--- config.mk ---
export PLATFORM = sky130hd
export DESIGN_NAME = egd_root_cell
export DESIGN_NICKNAME = d
export VERILOG_FILES = /design/src/rtl/egd_pkg.sv /design/src/rtl/egd_root_cell.sv
export SDC_FILE = /design/constraint.sdc
export NUM_CORES = 1
export LEC_CHECK = 0
export BUFFER_PORTS_ARGS = -buffer_cell sky130_fd_sc_hd__clkbuf_2
export CAP_MARGIN = 20
export CELL_PAD_IN_SITES_DETAIL_PLACEMENT = 2
export CELL_PAD_IN_SITES_GLOBAL_PLACEMENT = 2
export CORE_ASPECT_RATIO = 1.5
export CORE_UTILIZATION = 30
export DETAILED_ROUTE_END_ITERATION = 10
export PLACE_DENSITY_LB_ADDON = 0.15
export SETUP_SLACK_MARGIN = 0.4
export SLEW_MARGIN = 30
export SYNTH_ARGS = -nofsm -noshare
export SYNTH_HDL_FRONTEND = slang
export SYNTH_SLANG_ARGS = --single-unit
--- constraint.sdc ---
create_clock -name clock -period 5.9 [get_ports clock]
set_input_delay 0.295 -clock clock [delete_from_list [all_inputs] [get_ports clock]]
set_output_delay 0.295 -clock clock [all_outputs]
set_load 0.01 [all_outputs]
--- src/rtl/egd_pkg.sv ---
`timescale 1ns / 1ps
// ----------------------------------------------------------------------------
// egd_pkg
// Types and constants shared by the gradient magnitude and direction block.
// ----------------------------------------------------------------------------
package egd_pkg;

   localparam int PIX_W       = 20;
   localparam int GRAD_W      = 27;
   localparam int ABS_W       = 26;
   localparam int SQ_W        = 52;
   localparam int MAG_W       = 26;
   localparam int ROOT_STEPS  = 26;

   // Register indexes on the configuration port.
   localparam logic [1:0] REG_LINE_WIDTH   = 2'd0;
   localparam logic [1:0] REG_FRAME_HEIGHT = 2'd1;
   localparam logic [1:0] REG_OPERATOR     = 2'd2;
   localparam logic [1:0] REG_DIR_ENABLE   = 2'd3;

   // Gradient operators.
   localparam logic [1:0] OP_DIFF    = 2'd0;
   localparam logic [1:0] OP_PREWITT = 2'd1;
   localparam logic [1:0] OP_SOBEL   = 2'd2;
   localparam logic [1:0] OP_SCHARR  = 2'd3;

   // Direction bins.
   localparam logic [1:0] BIN_HORIZ = 2'd0;
   localparam logic [1:0] BIN_45    = 2'd1;
   localparam logic [1:0] BIN_VERT  = 2'd2;
   localparam logic [1:0] BIN_135   = 2'd3;

   // Which neighbourhood of the window a result is taken from.
   // Bit 0 set: the right column is repeated; bit 1 set: the bottom row is.
   localparam logic [1:0] KIND_CENTRE      = 2'd0;
   localparam logic [1:0] KIND_RIGHT_EDGE  = 2'd1;
   localparam logic [1:0] KIND_BOTTOM      = 2'd2;
   localparam logic [1:0] KIND_CORNER      = 2'd3;

   typedef logic [PIX_W-1:0] pix_type;
   typedef pix_type [8:0] win_type;

   typedef struct packed {
      logic [12:0] line_width;
      logic [15:0] frame_height;
      logic [1:0]  gradient_operator;
      logic        direction_enable;
   } cfg_type;

   typedef struct packed {
      logic       valid;
      logic       last;
      logic [1:0] kind;
   } issue_type;

   typedef struct packed {
      logic            valid;
      logic            last;
      logic [1:0]      dir;
      logic [SQ_W-1:0] rem;
      logic [SQ_W-1:0] res;
   } cell_type;

endpackage

--- src/rtl/egd_root_cell.sv ---
`timescale 1ns / 1ps
// ----------------------------------------------------------------------------
// egd_root_cell
// One bit-pair step of the restoring integer square root.
// ----------------------------------------------------------------------------
module egd_root_cell #(
   parameter int STEP = 0
) (
   input  logic               clock,
   input  logic               reset,
   input  logic               advance,
   input  egd_pkg::cell_type  prev,
   output egd_pkg::cell_type  next
);
   import egd_pkg::*;

   localparam logic [SQ_W-1:0] TRIAL = SQ_W'(1) << (2 * (ROOT_STEPS - 1 - STEP));

   cell_type next_ff, next_in;
   logic [SQ_W-1:0] probe;

   always_comb begin
      next_in = prev;
      probe   = prev.res + TRIAL;
      if (prev.rem >= probe) begin
         next_in.rem = prev.rem - probe;
         next_in.res = (prev.res >> 1) + TRIAL;
      end else begin
         next_in.res = prev.res >> 1;
      end
   end

   always_ff @(posedge clock) begin
      if (advance) begin
         next_ff.last <= next_in.last;
         next_ff.dir  <= next_in.dir;
         next_ff.rem  <= next_in.rem;
         next_ff.res  <= next_in.res;
      end
      if (reset) begin
         next_ff.valid <= 1'b0;
      end else if (advance) begin
         next_ff.valid <= prev.valid;
      end
   end

   assign next = next_ff;

endmodule

==> results_dict.tcl <==
set metrics [dict create \
    grt_max_degree 64 \
    drv_slew 0 \
    antenna_cells 0 \
    placed_area_sq_mm 0.00851 \
    cp.arrival_ns 3.86 \
    synth_cells 737 \
    min_period_ns 3.73 \
    path_max_fanout 40 \
    dr.pass1.iters 4 \
    row_count 69 \
    core_region_area_sq_mm 0.0236 \
    dpl_worst_slack_ns 1.73 \
    finalNetCount 1094 \
    synth_cell_types 57 \
    dieWidth_um 128 \
    postCtsSetupRepairBufs 0 \
    ys_async_sr_fraction 0 \
    maxCapViolCount 0 \
    critPathKind "in -> reg" \
    reg2reg_to "next[107]" \
    die_h_um 192 \
    fmax_ghz 0.268 \
    dp.cells 1238 \
    hold_viol_final 0 \
    area_delta_synth_final_pct 22.3 \
    slew_headroom 0.400 \
    min_path_cells 2 \
    grt-ovfl-total 0 \
    fin_area_sq_mm 0.00879 \
    slowest_stage "and2_2" \
    rr_worst_depth 2 \
    drcViolationCount 0 \
    first_iter_violations 142 \
    drive_gt1_frac 0.272 \
    h-tree-depth 3 \
    fin_cells 1254 \
    p_leak_nw 3.96 \
    clk_latency_ns 0.37 \
    r2r_slack_ns 5.32 \
    crit_path_end_kind "flip-flop" \
    synth_simple_gate_area_share 0.130 \
    antenna_found_initial 2 \
    layout_setup_ws_ns 2.17 \
    largest_reg_flops 108 \
    worst_setup_path_start_kind "input pin" \
    clkSinkCount 108 \
    grt_pass1_vias 6827 \
    grt_pass1_wl_um 36800 \
    worstMarginPinSlew_ns 0.900 \
    synth_fa_ha_area_frac 0.0933 \
    cts.hold.buffers_added 0 \
    peakVddDrop_mv 0.137 \
    power_density_mw_per_mm2 263 \
    cts_tree "built" \
    design.die.area_sq_mm 0.0246 \
    synth_warnings 0 \
    synthFlopType "edfxtp_1" \
    portBuffers 218 \
    clk_pin_slew_worst_paths_ns 0.08 \
    hp-start "reset" \
    ys_ff_latch 108 \
    fin_worst_skew_ns 0 \
    setup_viol 0 \
    gp_congestion 0.778 \
    synthMuxAreaShare 0.00139 \
    cp.required_ns 6.03 \
    clockBufferDepth 2 \
    syn_avg_cell_area_sq_um 9.75 \
    drt-vias-per-instance 5.03 \
    cts_resized 0 \
    hold_end "next[107]" \
    antenna_left 0 \
    synth-compound-area-share 0.213 \
    syn_nets 901 \
    synth-edff-count 107 \
    grt.total_usage 0.198 \
    clock-root-buffer "clkbuf_16" \
    netlist_area_sq_mm 0.00718 \
    synth_top_family_by_area "compound AO/OA/AOI/OAI gates" \
    hp-class "in -> reg" \
    finalWirelength_um 23500 \
    initial_utilization 0.305 \
    cts_made_buffers 9 \
    rsz0062_at_grt "no" \
    nFillCells 2678 \
    synthXorXnorAreaFrac 0.0524 \
    route.vias.total 6308 \
    max_stage_delay_ns 0.74 \
    finalCritPeriodShare 0.632 \
    regToRegStartpoint "next[107]" \
    wl_per_cell_um 18.8 \
    finalSetupTns_ns 0 \
    post-dp-hpwl_um 19100 \
    cp_cell_sequence "clkbuf_2, inv_1, ha_1, fa_1, nor2b_1, o31a_1, a41oi_1, o21ai_1, o21ai_4, o2111ai_1, and2_2, buf_12, o211a_1, a211oi_1" \
    ios 219 \
    yosysSeqAreaShare 0.450 \
    status "finished, final reports clean" \
]
-- cells in the mapped netlist (5+ instances only) --
cell / count / share of area
buf_2: 7 / 0.0049
nor2_1: 71 / 0.037
nor2b_1: 6 / 0.0052
a21oi_1: 74 / 0.052
inv_1: 61 / 0.032
o21a_1: 8 / 0.0084
clkbuf_1: 25 / 0.013
o21ai_0: 41 / 0.029
a21o_1: 31 / 0.032
edfxtp_1: 107 / 0.45
nand3_1: 7 / 0.0049
o31ai_1: 7 / 0.0073
nand2b_1: 5 / 0.0044
nand4_1: 20 / 0.017
o21bai_1: 16 / 0.017
xor2_1: 18 / 0.022
a21oi_2: 10 / 0.012
and3_1: 5 / 0.0044
buf_6: 6 / 0.0094
xnor2_1: 25 / 0.030
nand2_1: 49 / 0.026
a211oi_1: 6 / 0.0063
ha_1: 52 / 0.091
a31oi_1: 7 / 0.0061
nor3_1: 10 / 0.0070
a21boi_0: 7 / 0.0073
-- metrics by stage --
step	hold slack [ns]	total power, mW	utilization
6_report	0.0650	2.31	0.373
5_1_grt	0.0598	2.44	0.373
4_1_cts	0.0516	2.35	0.373
3_5_place_dp	0.459	1.73	0.361
3_3_place_gp	0.454	1.71	0.361
2_1_floorplan	0.367	1.45	-
-- routing by layer --
metal  global-route usage  up-vias  share of wire
met1                0.207     3054           0.38
met3               0.0344       36          0.037
met5                    0        -        0.00072
met4               0.0801        2          0.027
met2                0.383      143           0.55
li1                     -     3073              -
-- cell families after synthesis --
family,Yosys count
AOI/OAI and AO/OA,236
and+or+nand+nor,197
xor gates and xnor gates,43
adders and majority gates,53
DFF,108
buffers and inverters,99
muxes,1
-- cells in the final DEF (no fill, tap or decap), drive strengths merged, types with 7 or more instances in the layout --
cell / Yosys / layout
a211oi: 7 / 7
a21boi: 7 / 7
a21o: 31 / 31
a21oi: 84 / 84
a31oi: 7 / 7
clkbuf: 25 / 227
edfxtp: 107 / 107
ha: 52 / 52
inv: 61 / 63
nand2: 49 / 49
nand3: 7 / 7
nand4: 20 / 20
nor2: 71 / 71
nor3: 10 / 10
o21a: 8 / 8
o21ai: 45 / 45
o21bai: 16 / 16
o31ai: 7 / 7
xnor2: 25 / 25
xor2: 18 / 18
-- area by class of cell --
| class | instances | area, sq um | share of cell area |
|---|---|---|---|
| Clock inverter | 6 | 48.8 | 0.00555 |
| Tap cell | 319 | 399 | 0.0454 |
| Inverter | 61 | 229 | 0.0260 |
| Timing Repair Buffer | 220 | 1120 | 0.128 |
| Multi-Input combinational cell | 530 | 3530 | 0.402 |
| Clock buffer | 10 | 229 | 0.0260 |
| Sequential cell | 108 | 3230 | 0.368 |
-- where the power goes --
group | switching, mW | total (mW) | internal [mW]
Sequential | 0.0285 | 0.987 | 0.959
Clock | 0.316 | 0.607 | 0.291
Combinational | 0.440 | 0.713 | 0.273
-- worst max-delay path, delay by kind of cell --
kind / cells / cell delay (ns)
buf+inv: 3 / 0.43
simple gates: 2 / 0.92
fa+ha+maj: 2 / 0.61
compound gates: 7 / 1.59
-- worst max-delay path by stage --
stage              from         to  slack (ns)  cells after the start
6_report       prev[52]  next[102]        2.17                     14
5_1_grt        prev[52]  next[102]        1.81                     14
4_1_cts        prev[52]  next[102]        2.14                     14
3_5_place_dp   prev[52]  next[102]        1.73                     14
3_3_place_gp   prev[52]  next[102]        1.88                     14
2_1_floorplan  prev[52]   next[73]        2.95                     14
No activity file was read; power rests on OpenSTA's default activity.
